[src/hw/rtl/tbmb_pkg.sv]
// Shared types and constants of the tile binning block.
package tbmb_pkg;

	localparam int MAX_COLS    = 64;
	localparam int MAX_ROWS    = 64;
	localparam int TILE_W      = $clog2(MAX_COLS);
	localparam int CFG_W       = 20;
	localparam int CFG_IDX_W   = 3;
	localparam int QUEUE_DEPTH = 4;

	typedef enum logic [1:0] {
		OP_BIN   = 2'd0,
		OP_MARK  = 2'd1,
		OP_CLEAR = 2'd2,
		OP_NOP   = 2'd3
	} opcode_t;

	typedef enum logic [CFG_IDX_W-1:0] {
		REG_BUCKETS_ACROSS = 3'd0,
		REG_BUCKETS_DOWN   = 3'd1,
		REG_FILTER_WIDTH_X = 3'd2,
		REG_FILTER_WIDTH_Y = 3'd3,
		REG_CROP_X_MIN     = 3'd4,
		REG_CROP_X_MAX     = 3'd5,
		REG_CROP_Y_MIN     = 3'd6,
		REG_CROP_Y_MAX     = 3'd7
	} cfg_reg_t;

	typedef struct packed {
		logic [1:0]         opcode;
		logic signed [19:0] bound_min_x;
		logic signed [19:0] bound_min_y;
		logic signed [19:0] bound_max_x;
		logic signed [19:0] bound_max_y;
		logic [5:0]         mark_col;
		logic [5:0]         mark_row;
	} req_t;

	typedef struct packed {
		logic [5:0] tile_col;
		logic [5:0] tile_row;
		logic       last_tile;
		logic       trimmed;
	} tile_t;

	typedef struct packed {
		logic [6:0]         buckets_across;
		logic [6:0]         buckets_down;
		logic [9:0]         filter_width_x;
		logic [9:0]         filter_width_y;
		logic signed [19:0] crop_x_min;
		logic signed [19:0] crop_x_max;
		logic signed [19:0] crop_y_min;
		logic signed [19:0] crop_y_max;
	} cfg_t;

	typedef enum logic [1:0] {
		JOB_BIN   = 2'd0,
		JOB_MARK  = 2'd1,
		JOB_CLEAR = 2'd2
	} job_kind_t;

	// Work handed from the classifier to the tile walker. A mark job uses
	// col_lo and row_lo as the tile to mark.
	typedef struct packed {
		job_kind_t         kind;
		logic [TILE_W-1:0] col_lo;
		logic [TILE_W-1:0] col_hi;
		logic [TILE_W-1:0] row_lo;
		logic [TILE_W-1:0] row_hi;
		logic              trim;
	} job_t;

endpackage

[src/hw/rtl/tbmb_queue.sv]
// Short job queue between the classifier and the tile walker.
module tbmb_queue (
	input  logic           clk,
	input  logic           arst_n,
	input  logic           push_valid,
	output logic           push_ready,
	input  tbmb_pkg::job_t push_job,
	output logic           pop_valid,
	input  logic           pop_ready,
	output tbmb_pkg::job_t pop_job
);

	localparam int DEPTH = tbmb_pkg::QUEUE_DEPTH;
	localparam int PTR_W = (DEPTH > 1) ? $clog2(DEPTH) : 1;
	localparam int CNT_W = $clog2(DEPTH + 1);

	tbmb_pkg::job_t   slot_q [DEPTH];
	logic [PTR_W-1:0] wr_ptr_q, rd_ptr_q;
	logic [CNT_W-1:0] count_q;
	logic             push, pop;

	assign push_ready = count_q != CNT_W'(DEPTH);
	assign pop_valid  = count_q != '0;
	assign pop_job    = slot_q[rd_ptr_q];
	assign push       = push_valid && push_ready;
	assign pop        = pop_valid && pop_ready;

	always_ff @(posedge clk or negedge arst_n) begin
		if (!arst_n) begin
			wr_ptr_q <= '0;
			rd_ptr_q <= '0;
			count_q  <= '0;
		end else begin
			if (push) begin
				wr_ptr_q <= (wr_ptr_q == PTR_W'(DEPTH - 1)) ? '0 : wr_ptr_q + 1'b1;
			end
			if (pop) begin
				rd_ptr_q <= (rd_ptr_q == PTR_W'(DEPTH - 1)) ? '0 : rd_ptr_q + 1'b1;
			end
			if (push && !pop) begin
				count_q <= count_q + 1'b1;
			end else if (pop && !push) begin
				count_q <= count_q - 1'b1;
			end
		end
	end

	always_ff @(posedge clk) begin
		if (push) begin
			slot_q[wr_ptr_q] <= push_job;
		end
	end

endmodule

[config.mk]
export PLATFORM = sky130hd
export DESIGN_NAME = tbmb_queue
export DESIGN_NICKNAME = d
export VERILOG_FILES = /design/src/hw/rtl/tbmb_pkg.sv /design/src/hw/rtl/tbmb_queue.sv
export SDC_FILE = /design/constraint.sdc
export NUM_CORES = 1
export LEC_CHECK = 0
export BUFFER_PORTS_ARGS = -buffer_cell sky130_fd_sc_hd__buf_2
export CORE_MARGIN = 2
export CORE_UTILIZATION = 60
export CTS_BUF_LIST = sky130_fd_sc_hd__clkbuf_8
export DETAILED_ROUTE_END_ITERATION = 8
export PLACE_DENSITY_LB_ADDON = 0.12
export RECOVER_POWER = 25
export SLEW_MARGIN = 20
export SYNTH_ARGS = -nofsm -noshare
export SYNTH_HDL_FRONTEND = slang
export SYNTH_SLANG_ARGS = --single-unit
[constraint.sdc]
create_clock -name clk -period 6 [get_ports clk]
set_input_delay 0.3 -clock clk [delete_from_list [all_inputs] [get_ports clk]]
set_output_delay 0.3 -clock clk [all_outputs]
set_load 0.1 [all_outputs]
==> flow_summary.json <==
{
  "path_class": "flop to primary output",
  "worst_slack_ns": 3.32,
  "area_growth_pct": 19.6,
  "n_fill_cell": 424,
  "ys_top_cells_by_count": "edfxtp_1 (108), mux4_2 (27), dfrtp_1 (7)",
  "finalWirelength_mm": 7.11,
  "hold_violations": 0,
  "clkLatencyLatePin_ns": 0.42,
  "crit_required_ns": 5.70,
  "core_um2": 6910,
  "setup_tns_ns": 0,
  "hold_class": "input port to flop",
  "cts-root-buf": "clkbuf_8",
  "period_needed_ns": 2.68,
  "dpl_cell_area_um2": 4720,
  "numCtsBuffers": 17,
  "antenna_found_initial": 0,
  "slew_headroom_pct": 36.0,
  "mappedNetlistArea_um2": 4330,
  "cp-end-kind": "primary output",
  "drtIter0Drc": 128,
  "dr.pass1.iters": 4,
  "rsz0062_at_grt": "no",
  "ys_seq_elements": 115,
  "cap_violations": 0,
  "gr-total-overflow": 0,
  "grt_pass1_wl_mm": 10.8,
  "post-route-period-util_pct": 44.7,
  "wl_per_cell_um": 19.8,
  "die_x_um": 89.0,
  "status": "finished, final reports clean",
  "vias": 2027,
  "fin_worst_skew_ns": 0.00644,
  "seq_area_frac_synth_pct": 78.9,
  "holdWs_ns": 0.104,
  "cts_buffer_depth": 2,
  "drive_above_1_share_pct": 41.1,
  "fmax_mhz": 373,
  "finish.instance_area_um2": 5180,
  "cts_sinks": 115,
  "tritoncts": "done",
  "synthArstFlopShare_pct": 6.09,
  "boundaryPins": 60,
  "cts-resized-gates": 0,
  "ctsHtreeMaxLevel": 4,
  "ant_nets": 0,
  "yosysTopAreaCell": "edfxtp_1",
  "io_buffers": 59,
  "yosysMostFrequentCell": "edfxtp_1",
  "avgSynthCellArea_um2": 24.5,
  "crit_fanout": 30,
  "drc": 0,
  "clk_pin_slew_worst_paths_ns": 0.06,
  "die_h_um": 89.0,
  "synthFlopType": "edfxtp_1",
  "diodes": 0,
  "fin_nets": 289,
  "slew_viol_final": 0,
  "grt_start_max_net_pins": 31,
  "via_per_inst": 5.65,
  "cts_setup_buffers": 0,
  "grt_usage_pct": 20.1,
  "dpl_worst_slack_ns": 3.69,
  "grt_pass1_vias": 2171,
  "start_kind": "flop",
  "synthDistinctLibCells": 18,
  "gp_congestion": 0.675,
  "worst_slew_pin_slew_ns": 0.960,
  "syn_nets": 215,
  "dpl.hpwl_mm": 4.23,
  "synth_top_area_share_pct": 74.9,
  "dieArea_um2": 7910,
  "synth-edff-count": 108,
  "synth_cells": 177,
  "crit_arrival_ns": 2.38,
  "initial_core_util_pct": 62.7,
  "synth_warnings": 0,
  "setup_violations": 0,
  "synth_area_leaders": "edfxtp_1 (75%), mux4_2 (14%), dfrtp_1 (4.0%), ha_1 (1.7%), mux2_2 (0.78%)",
  "rows": 30
}
==> state kept, by name, summed over array words and instances, names as in the netlist <==
signal    cells
rd_ptr_q      2
count_q       3
slot_q      108
wr_ptr_q      2
==> critical path: stages (launching register included) <==
cell,delay [ns]
dfrtp_2,1.00
mux4_2,0.64
buf_2,0.32
==> cell families after synthesis <==
| group | after synthesis | share of synthesized area [%] |
|---|---|---|
| simple gates | 11 | 1.68 |
| fa+ha+maj | 7 | 2.20 |
| xor+xnor | 3 | 0.607 |
| flops | 115 | 78.9 |
| buf+inv | 9 | 1.07 |
| mux | 32 | 15.5 |
==> layer usage <==
| layer | GRT usage [%] | share of wire [%] |
|---|---|---|
| met1 | 23.4 | 38 |
| met2 | 33.6 | 54 |
| met3 | 8.77 | 6.7 |
| met4 | 7.19 | 1.2 |
| met5 | 0 | 0 |
==> stage by stage <==
| step | instances | util [%] |
|---|---|---|
| CTS | 359 | 75.3 |
| global placement | 327 | 68.3 |
| finish | 359 | 75.0 |
| detailed placement | 327 | 68.3 |
| floorplan | 177 | - |
| global route | 359 | 75.0 |
==> what timing repair did <==
item                                    in CTS  in global routing
endpoints found under the setup margin       0                  0
hold buffers                                 1                  0
endpoints found under the hold margin        7                  0
==> final cells by class <==
class                      instances  area, um^2  share of cell area (%)
sequential                       115        3420                    66.0
multi-input combinational         53         866                    16.7
timing repair buffer              61         289                    5.58
clock inverter                    14         240                    4.64
clock buffer                      17         234                    4.52
tap                               96         120                    2.32
inverter                           3        11.3                   0.217
==> layout by cell type (no fill, tap or decap), drive strengths merged <==
master       Yosys  routed
xor2             2       2
and2             1       1
dfrtp            7       7
nand2            1       1
fa               1       1
clkinv           0       7
xnor2            1       1
and3             4       4
edfxtp         108     108
or3              1       1
clkbuf           0      36
nor2             3       3
mux4            27      27
inv              3       3
ha               6       6
buf              6      41
or3b             1       1
bufinv           0       7
dlygate4sd3      0       1
mux2             5       5
==> worst paths after layout <==
| check | from | endpoint | slack (ns) | cells after the start |
|---|---|---|---|---|
| max | rd_ptr_q[0] | pop_job[14] | 3.32 | 2 |
| min | push_job[16] | slot_q[3][16] | 0.10 | 1 |
| max reg2reg | count_q[0] | count_q[2] | 3.68 | 8 |
| min reg2reg | count_q[2] | count_q[2] | 0.52 | 1 |
| max in group asynchronous | arst_n | rd_ptr_q[0] | 5.56 | 2 |
| min in group asynchronous | arst_n | rd_ptr_q[1] | 0.26 | 2 |
Power is not shown: default switching activity piles up to over one toggle a cycle in this logic, so the estimate is an artifact.
