===== config.mk =====
export PLATFORM = sky130hd
export DESIGN_NAME = tbmb_front
export DESIGN_NICKNAME = d
export VERILOG_FILES = /design/src/hw/rtl/tbmb_pkg.sv /design/src/hw/rtl/tbmb_front.sv
export SDC_FILE = /design/constraint.sdc
export NUM_CORES = 1
export LEC_CHECK = 0
export BUFFER_PORTS_ARGS = -buffer_cell sky130_fd_sc_hd__buf_2
export CORE_ASPECT_RATIO = 1.25
export CORE_MARGIN = 2
export CORE_UTILIZATION = 65
export CTS_CLUSTER_DIAMETER = 40
export DETAILED_ROUTE_END_ITERATION = 6
export HOLD_SLACK_MARGIN = 0.12
export PLACE_DENSITY = 0.95
export SYNTH_ARGS = -nofsm -noshare
export SYNTH_HDL_FRONTEND = slang
export SYNTH_SLANG_ARGS = --single-unit

===== constraint.sdc =====
create_clock -name clk -period 16.7 [get_ports clk]
set_clock_uncertainty 0.1 [all_clocks]
set_input_delay 0.835 -clock clk [delete_from_list [all_inputs] [get_ports clk]]
set_output_delay 0.835 -clock clk [all_outputs]
set_load 0.05 [all_outputs]

===== src/hw/rtl/tbmb_pkg.sv =====
// Shared types and constants of the tile binning block.
package tbmb_pkg;

	localparam int MAX_COLS    = 64;
	localparam int MAX_ROWS    = 64;
	localparam int TILE_W      = $clog2(MAX_COLS);
	localparam int CFG_W       = 20;
	localparam int CFG_IDX_W   = 3;
	localparam int QUEUE_DEPTH = 4;

	typedef enum logic [1:0] {
		OP_BIN   = 2'd0,
		OP_MARK  = 2'd1,
		OP_CLEAR = 2'd2,
		OP_NOP   = 2'd3
	} opcode_t;

	typedef enum logic [CFG_IDX_W-1:0] {
		REG_BUCKETS_ACROSS = 3'd0,
		REG_BUCKETS_DOWN   = 3'd1,
		REG_FILTER_WIDTH_X = 3'd2,
		REG_FILTER_WIDTH_Y = 3'd3,
		REG_CROP_X_MIN     = 3'd4,
		REG_CROP_X_MAX     = 3'd5,
		REG_CROP_Y_MIN     = 3'd6,
		REG_CROP_Y_MAX     = 3'd7
	} cfg_reg_t;

	typedef struct packed {
		logic [1:0]         opcode;
		logic signed [19:0] bound_min_x;
		logic signed [19:0] bound_min_y;
		logic signed [19:0] bound_max_x;
		logic signed [19:0] bound_max_y;
		logic [5:0]         mark_col;
		logic [5:0]         mark_row;
	} req_t;

	typedef struct packed {
		logic [5:0] tile_col;
		logic [5:0] tile_row;
		logic       last_tile;
		logic       trimmed;
	} tile_t;

	typedef struct packed {
		logic [6:0]         buckets_across;
		logic [6:0]         buckets_down;
		logic [9:0]         filter_width_x;
		logic [9:0]         filter_width_y;
		logic signed [19:0] crop_x_min;
		logic signed [19:0] crop_x_max;
		logic signed [19:0] crop_y_min;
		logic signed [19:0] crop_y_max;
	} cfg_t;

	typedef enum logic [1:0] {
		JOB_BIN   = 2'd0,
		JOB_MARK  = 2'd1,
		JOB_CLEAR = 2'd2
	} job_kind_t;

	// Work handed from the classifier to the tile walker. A mark job uses
	// col_lo and row_lo as the tile to mark.
	typedef struct packed {
		job_kind_t         kind;
		logic [TILE_W-1:0] col_lo;
		logic [TILE_W-1:0] col_hi;
		logic [TILE_W-1:0] row_lo;
		logic [TILE_W-1:0] row_hi;
		logic              trim;
	} job_t;

endpackage


===== src/hw/rtl/tbmb_front.sv =====
// Classifier: crop test, filter growth, tile division, grid reject, clamp and span trim of each bin request.
module tbmb_front #(
	parameter int BUCKET_WIDTH  = 16,
	parameter int BUCKET_HEIGHT = 16,
	parameter int FRAC_BITS     = 4,
	parameter int MAX_SPAN      = 8
) (
	input  logic            clk,
	input  logic            arst_n,
	input  tbmb_pkg::cfg_t  cfg,
	input  logic            req_valid,
	output logic            req_ready,
	input  tbmb_pkg::req_t  req,
	output logic            job_valid,
	input  logic            job_ready,
	output tbmb_pkg::job_t  job
);

	localparam int TW    = tbmb_pkg::TILE_W;
	// doubled, grown coordinates fit in 23 signed bits; magnitudes below 2^21
	localparam int CW    = 23;
	localparam int NUM_W = 21;
	localparam int QW    = NUM_W + 1;
	localparam int MUL_W = NUM_W + 1;
	localparam int PW    = NUM_W + MUL_W;
	localparam int LX    = $clog2(BUCKET_WIDTH);
	localparam int LY    = $clog2(BUCKET_HEIGHT);
	localparam int SHX   = NUM_W + LX;
	localparam int SHY   = NUM_W + LY;
	localparam logic [MUL_W-1:0] RECIP_X = MUL_W'(((64'd1 << (NUM_W + LX)) +
		64'(BUCKET_WIDTH) - 64'd1) / 64'(BUCKET_WIDTH));
	localparam logic [MUL_W-1:0] RECIP_Y = MUL_W'(((64'd1 << (NUM_W + LY)) +
		64'(BUCKET_HEIGHT) - 64'd1) / 64'(BUCKET_HEIGHT));

	// edge order: min x, min y, max x, max y
	logic signed [CW-1:0] edge2 [4];
	logic signed [CW-1:0] flt   [4];
	logic signed [CW-1:0] grown [4];
	logic [CW-1:0]        absv  [4];
	logic signed [CW-1:0] crop_lo_x, crop_lo_y, crop_hi_x, crop_hi_y;
	logic                 keep_c;
	logic [NUM_W-1:0]     quo_c [4];

	logic                 vld_s1, vld_s2, vld_s3;
	logic [1:0]           op_s1, op_s2, op_s3;
	logic                 keep_s1, keep_s2, keep_s3;
	logic                 neg_s1 [4];
	logic                 neg_s2 [4];
	logic [NUM_W-1:0]     mag_s1 [4];
	logic [PW-1:0]        prod_s2 [4];
	logic signed [QW-1:0] quo_s3 [4];
	logic [TW-1:0]        mcol_s1, mcol_s2, mcol_s3;
	logic [TW-1:0]        mrow_s1, mrow_s2, mrow_s3;

	logic [6:0]           cols, rows;
	logic signed [QW-1:0] cols_s, rows_s;
	logic                 grid_rej, empty;
	logic [TW-1:0]        xa, xb, ya, yb, span_x, span_y;
	logic                 trim_x, trim_y;
	logic                 want;
	logic                 adv;

	always_comb begin
		edge2[0] = {(CW-1)'($signed(req.bound_min_x)), 1'b0};
		edge2[1] = {(CW-1)'($signed(req.bound_min_y)), 1'b0};
		edge2[2] = {(CW-1)'($signed(req.bound_max_x)), 1'b0};
		edge2[3] = {(CW-1)'($signed(req.bound_max_y)), 1'b0};
		flt[0]   = CW'(cfg.filter_width_x);
		flt[1]   = CW'(cfg.filter_width_y);
		flt[2]   = CW'(cfg.filter_width_x);
		flt[3]   = CW'(cfg.filter_width_y);
		crop_lo_x = {(CW-1)'($signed(cfg.crop_x_min)), 1'b0} - flt[0];
		crop_lo_y = {(CW-1)'($signed(cfg.crop_y_min)), 1'b0} - flt[1];
		crop_hi_x = {(CW-1)'($signed(cfg.crop_x_max)), 1'b0} + flt[0];
		crop_hi_y = {(CW-1)'($signed(cfg.crop_y_max)), 1'b0} + flt[1];
		keep_c = !(edge2[2] < crop_lo_x || edge2[3] < crop_lo_y ||
			edge2[0] > crop_hi_x || edge2[1] > crop_hi_y);
		grown[0] = edge2[0] - flt[0];
		grown[1] = edge2[1] - flt[1];
		grown[2] = edge2[2] + flt[2];
		grown[3] = edge2[3] + flt[3];
		for (int i = 0; i < 4; i++) begin
			absv[i] = grown[i][CW-1] ? -grown[i] : grown[i];
		end
	end

	// truncating division: quotient of the magnitude, sign restored in s3
	always_comb begin
		for (int i = 0; i < 4; i++) begin
			if (i == 0 || i == 2) begin
				quo_c[i] = NUM_W'(prod_s2[i] >> SHX);
			end else begin
				quo_c[i] = NUM_W'(prod_s2[i] >> SHY);
			end
		end
	end

	always_comb begin
		cols = (cfg.buckets_across == 7'd0) ? 7'd1 :
			((cfg.buckets_across > 7'(tbmb_pkg::MAX_COLS)) ? 7'(tbmb_pkg::MAX_COLS) :
			cfg.buckets_across);
		rows = (cfg.buckets_down == 7'd0) ? 7'd1 :
			((cfg.buckets_down > 7'(tbmb_pkg::MAX_ROWS)) ? 7'(tbmb_pkg::MAX_ROWS) :
			cfg.buckets_down);
		cols_s = QW'(cols);
		rows_s = QW'(rows);
		grid_rej = quo_s3[2] < 0 || quo_s3[3] < 0 || quo_s3[0] >= cols_s ||
			quo_s3[1] >= rows_s;
		xa = (quo_s3[0] < 0) ? '0 : TW'(quo_s3[0]);
		ya = (quo_s3[1] < 0) ? '0 : TW'(quo_s3[1]);
		xb = (quo_s3[2] >= cols_s) ? TW'(cols - 7'd1) : TW'(quo_s3[2]);
		yb = (quo_s3[3] >= rows_s) ? TW'(rows - 7'd1) : TW'(quo_s3[3]);
		// inverted rectangles touch nothing
		empty  = (xa > xb) || (ya > yb);
		span_x = xb - xa;
		span_y = yb - ya;
		trim_x = {1'b0, span_x} >= (TW+1)'(MAX_SPAN);
		trim_y = {1'b0, span_y} >= (TW+1)'(MAX_SPAN);

		job = '0;
		want = 1'b0;
		unique case (op_s3)
			tbmb_pkg::OP_BIN: begin
				want = keep_s3 && !grid_rej && !empty;
				job.kind = tbmb_pkg::JOB_BIN;
				job.col_lo = xa;
				job.row_lo = ya;
				job.col_hi = trim_x ? xa + TW'(MAX_SPAN - 1) : xb;
				job.row_hi = trim_y ? ya + TW'(MAX_SPAN - 1) : yb;
				job.trim = trim_x || trim_y;
			end
			tbmb_pkg::OP_MARK: begin
				want = 1'b1;
				job.kind = tbmb_pkg::JOB_MARK;
				job.col_lo = mcol_s3;
				job.row_lo = mrow_s3;
			end
			tbmb_pkg::OP_CLEAR: begin
				want = 1'b1;
				job.kind = tbmb_pkg::JOB_CLEAR;
			end
			default: begin
				want = 1'b0;
			end
		endcase
	end

	// drop work that yields nothing without waiting on the queue
	assign adv       = !vld_s3 || !want || job_ready;
	assign req_ready = adv;
	assign job_valid = vld_s3 && want;

	always_ff @(posedge clk or negedge arst_n) begin
		if (!arst_n) begin
			vld_s1 <= 1'b0;
			vld_s2 <= 1'b0;
			vld_s3 <= 1'b0;
		end else if (adv) begin
			vld_s1 <= req_valid;
			vld_s2 <= vld_s1;
			vld_s3 <= vld_s2;
		end
	end

	always_ff @(posedge clk) begin
		if (adv) begin
			op_s1   <= req.opcode;
			keep_s1 <= keep_c;
			mcol_s1 <= req.mark_col;
			mrow_s1 <= req.mark_row;
			for (int i = 0; i < 4; i++) begin
				neg_s1[i] <= grown[i][CW-1];
				mag_s1[i] <= NUM_W'(absv[i] >> (FRAC_BITS + 1));
			end

			op_s2   <= op_s1;
			keep_s2 <= keep_s1;
			mcol_s2 <= mcol_s1;
			mrow_s2 <= mrow_s1;
			for (int i = 0; i < 4; i++) begin
				neg_s2[i] <= neg_s1[i];
				if (i == 0 || i == 2) begin
					prod_s2[i] <= PW'(mag_s1[i]) * PW'(RECIP_X);
				end else begin
					prod_s2[i] <= PW'(mag_s1[i]) * PW'(RECIP_Y);
				end
			end

			op_s3   <= op_s2;
			keep_s3 <= keep_s2;
			mcol_s3 <= mcol_s2;
			mrow_s3 <= mrow_s2;
			for (int i = 0; i < 4; i++) begin
				quo_s3[i] <= neg_s2[i] ? -QW'(quo_c[i]) : QW'(quo_c[i]);
			end
		end
	end

endmodule


==> flow_summary.json, run 1 <==
{
  "status": "finished with violations",
  "violations": "design-rule violations",
  "hold_buffers": 1,
  "fmax_ghz": 0.138,
  "tightest_slew_ns": 1.10,
  "clk_pin_slew_ns": 0.06,
  "drt_iter0_markers": 1074,
  "postRouteAntennaNets": 0,
  "cts_max_level": 1,
  "synthTopCellsByCount": "edfxtp_1 (253), ha_1 (208), xnor2_1 (139), nor2_1 (126), nand2_1 (125)",
  "synth_top_area_share_pct": 39.3,
  "viasPerCell": 6.17,
  "ff_latch_area_um2": 7670,
  "ys_warn_count": 0,
  "ys_ff_latch": 256,
  "rows": 70,
  "instances_no_fill": 2528,
  "dp_cells": 2486,
  "clockBufferDepth": 3,
  "hold_path_class": "register to register",
  "yosysUniqueCellTypes": 93,
  "maxCapViolCount": 0,
  "mappedNetlistArea_um2": 19300,
  "die_width_um": 158,
  "vias": 15600,
  "gr-total-overflow": 0,
  "setup_viol": 0,
  "io_buffers": 240,
  "rsz0062_at_grt": "false",
  "dieArea_um2": 31200,
  "cts_buffers": 22,
  "clk-insertion-delay-late_ns": 0.51,
  "ctsResizeCount": 0,
  "dr.pass1.iters": 7,
  "drc": 2,
  "holdPathStages": 0,
  "whs_ns": 0.314,
  "seq_area_frac_synth_pct": 39.7,
  "core_area_um2": 29300,
  "dr_wl_met3_um": 2300,
  "wl_met2_um": 22600,
  "arrival_ns": 6.31,
  "grt_max_degree": 94,
  "layout.nets": 2543,
  "area_growth_pct": 11.7,
  "finalCriticalPeriod_ns": 7.24,
  "synthTopCellsByArea": "edfxtp_1 (39%), ha_1 (13%), xnor2_1 (6.3%)",
  "synth-edff-count": 253,
  "synth_area_leader_cell": "edfxtp_1",
  "synth_most_common_cell": "edfxtp_1",
  "period_share_pct": 43.4,
  "die_y_um": 197,
  "gp_congestion": 0.939,
  "max_slew_margin_pct": 26.9,
  "grt_usage_pct": 28.5,
  "io_pins": 241,
  "multiInputGateArea_um2": 11200,
  "cts_tree": "done",
  "critical_path_required_ns": 15.77,
  "async_flop_share_pct": 1.17,
  "dp_hpwl_um": 34700,
  "grt_pass1_vias": 15400,
  "leakage_nw": 8.86,
  "wire_per_inst_um": 17.7,
  "cts.sinks": 256,
  "postCtsSetupBuffers": 0,
  "worstSetupPathType": "input port to output port",
  "crit_fanout": 90,
  "root_buffer": "clkbuf_16",
  "synth_flop_cell": "edfxtp_1",
  "wl_met1_um": 18200,
  "drv_slew": 0,
  "p_total_mw": 3.11,
  "syn_avg_cell_area_um2": 10.3,
  "synthCells": 1881,
  "grt_pass1_wl_um": 72500,
  "vdd_ir_drop_max_v": 0.000145,
  "critPathCaptureType": "output port",
  "fillers": 2018,
  "crit_path_start_kind": "input port",
  "drive_gt1_share_pct": 15.5,
  "antenna_found_initial": 6,
  "tns_ns": 0,
  "finalHoldViolations": 0,
  "powerDensity_nw_per_um2": 144,
  "routed.top_layer": "met5",
  "initial_core_util_pct": 66.1,
  "worstRegToRegCells": 20,
  "finalWirelength_um": 44800
}
where the power goes:
part           switching [mW]  total [mW]  internal [mW]
Sequential              0.191        1.31           1.12
Combinational           0.817        1.32          0.501
Clock                   0.211       0.477          0.266
cell usage in the layout (no fill, tap or decap), drive strengths merged, types with 24 or more instances in the layout:
cell / n
xor2: 67
nor4: 27
clkbuf: 28
nor3: 49
o21a: 44
xnor2: 139
o31ai: 24
nand3: 41
inv: 93
o21ai: 79
edfxtp: 253
ha: 208
nor2: 127
a21o: 39
a21oi: 95
nand2: 125
buf: 243
nor2b: 40
nand2b: 24
nand4: 47
area by class of cell:
type	instances	area share, %
multi-input cells	1495	51.7
repair buffers	244	5.71
flip-flops and latches	256	35.5
inverters	96	1.70
clock inverters	7	0.290
clock buffers	28	2.75
well taps	396	2.29
diodes	6	0.0695
stage by stage:
step / util [%] / area, µm² / setup slack [ns]
after floorplan: - / 19400 / 5.64
after global routing: 73.8 / 21600 / 8.98
after CTS: 73.8 / 21600 / 9.54
final: 73.9 / 21600 / 9.46
after global placement: 71.5 / 20900 / 9.77
after detailed placement: 71.5 / 20900 / 9.48
critical path: stages:
cell and delay [ns]:
buf_2 0.08, clkinv_1 0.25, o21ai_0 0.28, inv_1 0.13
ha_1 0.21, nor2b_1 0.15, o21a_1 0.13, o21ai_0 0.07
a21oi_1 0.16, a211oi_1 0.06, o31ai_1 0.79, mux2i_1 0.33
ha_1 0.18, inv_1 0.06, fa_1 0.35, a21o_1 0.23
a21oi_1 0.26, nor2b_1 0.09, o21a_1 0.20, o221ai_1 0.19
o2bb2ai_1 0.11, nor2b_1 0.23, inv_8 0.46, buf_2 0.38
registers in the layout (all words and copies together), names as in the netlist, 2 cells and up:
signal   count
mag_s1      56
mcol_s1      6
mcol_s2      6
mcol_s3      6
mrow_s1      6
mrow_s2      6
mrow_s3      6
neg_s1       4
neg_s2       4
op_s1        2
op_s2        2
op_s3        2
prod_s2     56
quo_s3      88
path summary, 6_finish.rpt:
kind	start	end	slack [ns]
max	cfg[106]	req_ready	9.46
min	mag_s1[3][4]	prod_s2[3][4]	0.31
max reg2reg	quo_s3[3][1]	quo_s3[3][17]	10.33
min reg2reg	mag_s1[3][4]	prod_s2[3][4]	0.31
max in group asynchronous	arst_n	vld_s1	15.83
min in group asynchronous	arst_n	vld_s2	0.56
logic make-up after synthesis:
kind of cell	after synthesis	synth area share, %
DFF	256	39.7
and+or+nand+nor	598	16.4
AOI/OAI and AO/OA	442	16.2
adders and majority gates	216	14.3
other	1	0.0194
muxes	25	1.37
buffers and inverters	137	2.73
xor gates and xnor gates	206	9.33
per-layer routing:
layer  track usage [%]  vias up
li1                  -     7551
met1              34.0     7307
met2              51.2      592
met3              3.34      137
met4              12.7        2
met5                 0        -
Note: power is estimated with default switching activity, not from simulation.
==> inputs of run 2 (changes only) <==
--- a/config.mk
+++ b/config.mk
@@ -8,11 +8,11 @@
 export BUFFER_PORTS_ARGS = -buffer_cell sky130_fd_sc_hd__buf_2
 export CORE_ASPECT_RATIO = 1.25
 export CORE_MARGIN = 2
-export CORE_UTILIZATION = 65
+export CORE_UTILIZATION = 60
 export CTS_CLUSTER_DIAMETER = 40
 export DETAILED_ROUTE_END_ITERATION = 6
 export HOLD_SLACK_MARGIN = 0.12
-export PLACE_DENSITY = 0.95
+export PLACE_DENSITY = 0.94
 export SYNTH_ARGS = -nofsm -noshare
 export SYNTH_HDL_FRONTEND = slang
 export SYNTH_SLANG_ARGS = --single-unit
==> constraint.sdc (replaced) <==
create_clock -name clk -period 7.48 [get_ports clk]
set_clock_uncertainty 0.1 [all_clocks]
set_input_delay 0.374 -clock clk [delete_from_list [all_inputs] [get_ports clk]]
set_output_delay 0.374 -clock clk [all_outputs]
set_load 0.05 [all_outputs]
==> flow_summary.json, run 2 (synthesized netlist as in run 1, its figures left out) <==
{
  "p_seq_share_pct": 41.1,
  "grt_pass1_vias": 15500,
  "ctsResizeCount": 0,
  "arrival_ns": 5.48,
  "clockPowerShare_pct": 16.8,
  "cp_slowest_cell": "o31ai_1",
  "setup_viol": 0,
  "drv_slew": 0,
  "clk-insertion-delay-late_ns": 0.51,
  "dieArea_um2": 33700,
  "drc": 0,
  "dpl_cell_area_um2": 21000,
  "vdd_ir_drop_max_v": 0.000427,
  "netSwitchingPower_mw": 2.73,
  "leakage_nw": 9.01,
  "grt_usage_pct": 26.1,
  "critPathCaptureType": "output port",
  "crit_path_start_kind": "input port",
  "max_slew_margin_pct": 36.7,
  "post-route-util_pct": 69.2,
  "core_area_um2": 31800,
  "setup_slack_ns": 1.52,
  "io_pins": 241,
  "crit_fanout": 28,
  "netSwitchingFraction_pct": 38.5,
  "powerDensity_nw_per_um2": 323,
  "fmax_ghz": 0.168,
  "vias": 15600,
  "gp_congestion": 0.922,
  "internal-power_mw": 4.36,
  "grt_pass1_wl_um": 72200,
  "cts.sinks": 256,
  "tns_ns": 0,
  "initial_core_util_pct": 60.8,
  "post-place-ws_ns": 1.32,
  "final_cell_mix": "edfxtp_1 (253), buf_2 (240), ha_1 (207)",
  "grt_max_degree": 77,
  "rows": 73,
  "root_buffer": "clkbuf_16",
  "dp_hpwl_um": 35300,
  "clockBufferDepth": 3,
  "tightest_slew_ns": 0.945,
  "hold_buffers": 17,
  "die_y_um": 205,
  "period_share_pct": 79.7,
  "critical_path_required_ns": 7.01,
  "finalWirelength_um": 44500,
  "cts_max_level": 1,
  "postRouteAntennaNets": 0,
  "cpPeakStageDelay_ns": 0.73,
  "antenna_found_initial": 5,
  "dr.pass1.iters": 5,
  "reg.largest.list": "quo_s3: 88 flops, mag_s1: 56 flops, prod_s2: 56 flops",
  "cts_buffers": 22,
  "layout.nets": 2562,
  "gr-total-overflow": 0,
  "worstSetupPathType": "input port to output port",
  "rsz0062_at_grt": "false",
  "clk_pin_slew_ns": 0.07,
  "path_cells": "buf_2 > clkinv_1 > o21ai_0 > inv_1 > ha_1 > nor2b_1 > o21a_1 > o21ai_0 > a21oi_1 > a211oi_1 > o31ai_1 > mux2i_1 > ha_1 > inv_1 > fa_1 > a21o_1 > a21oi_1 > nor2b_1 > o21a_1 > o221ai_2 > o2bb2ai_4 > nor2b_4 > clkinvlp_4 > buf_2",
  "drive_gt1_share_pct": 16.2,
  "finalCriticalPeriod_ns": 5.96,
  "wire_per_inst_um": 17.3,
  "postCtsSetupBuffers": 0,
  "cts_tree": "done",
  "drt_iter0_markers": 1037,
  "largest_register_ffs": 88,
  "final_common_cell": "edfxtp_1",
  "area_growth_pct": 13.7,
  "top_register": "quo_s3",
  "finalHoldViolations": 0,
  "status": "finished clean",
  "hold_path_class": "input port to register",
  "whs_ns": 0.169,
  "die_width_um": 165,
  "maxCapViolCount": 0,
  "pwr-share-comb_pct": 42.1,
  "io_buffers": 240,
  "fin_area_um2": 22000,
  "viasPerCell": 6.07
}
==> run 2: changes by cell type in the layout (fill, tap and decap cells not counted), sizes merged <==
cell and change:
buf +3, bufinv +3, clkbuf -4, clkinv +1, clkinvlp +1, diode -1
dlygate4sd3 +16, inv +2
==> run 2: final timing paths <==
check                             start  depth (start not counted)       endpoint  slack (ns)
setup / recovery               cfg[106]                         24      req_ready        1.52
max in group asynchronous        arst_n                          3         vld_s2        6.47
min in group asynchronous        arst_n                          3         vld_s3        0.66
setup reg to reg           quo_s3[3][1]                         20   quo_s3[2][8]        1.90
hold reg to reg            mag_s1[3][8]                          0  prod_s2[3][8]        0.32
hold / removal                  req[49]                          2  mag_s1[2][13]        0.17
==> run 2: final cells by class <==
cell class | instances | area (µm²)
timing repair buffer | 263 | 1430
inverter | 96 | 364
tap | 412 | 515
clock inverter | 14 | 190
fill | 2278 | 9800
sequential | 256 | 7670
clock buffer | 24 | 579
antenna | 5 | 12.5
multi-input combinational | 1495 | 11200
==> run 2: power groups by stage <==
stage | clock network [mW] | logic (mW) | registers, mW
after floorplan | 0 | 2.34 | 2.80
final | 1.19 | 2.98 | 2.92
after global placement | 0 | 2.79 | 2.87
after global routing | 1.27 | 3.27 | 2.99
after detailed placement | 0 | 2.93 | 2.93
after CTS | 1.22 | 2.97 | 2.91
==> run 2: critical path, delay by kind of cell <==
| family | cells | cell delay, ns |
|---|---|---|
| and+or+nand+nor | 3 | 0.37 |
| buffers and inverters | 6 | 1.31 |
| muxes | 1 | 0.32 |
| adders and majority gates | 3 | 0.75 |
| AOI/OAI and AO/OA | 11 | 2.34 |
==> run 2: metrics by stage <==
| stage | std cells | power [mW] |
|---|---|---|
| CTS | 2560 | 7.10 |
| finish | 2565 | 7.10 |
| detailed placement | 2505 | 5.86 |
| global route | 2565 | 7.52 |
| global placement | 2505 | 5.66 |
| floorplan | 1888 | 5.14 |
==> run 2: metal layers <==
layer	vias up	part of all wire [%]	track usage, %
li1	7589	-	-
met1	7323	41	31.7
met2	520	50	46.4
met3	142	4.6	2.37
met4	0	4.3	12.6
met5	-	0	0
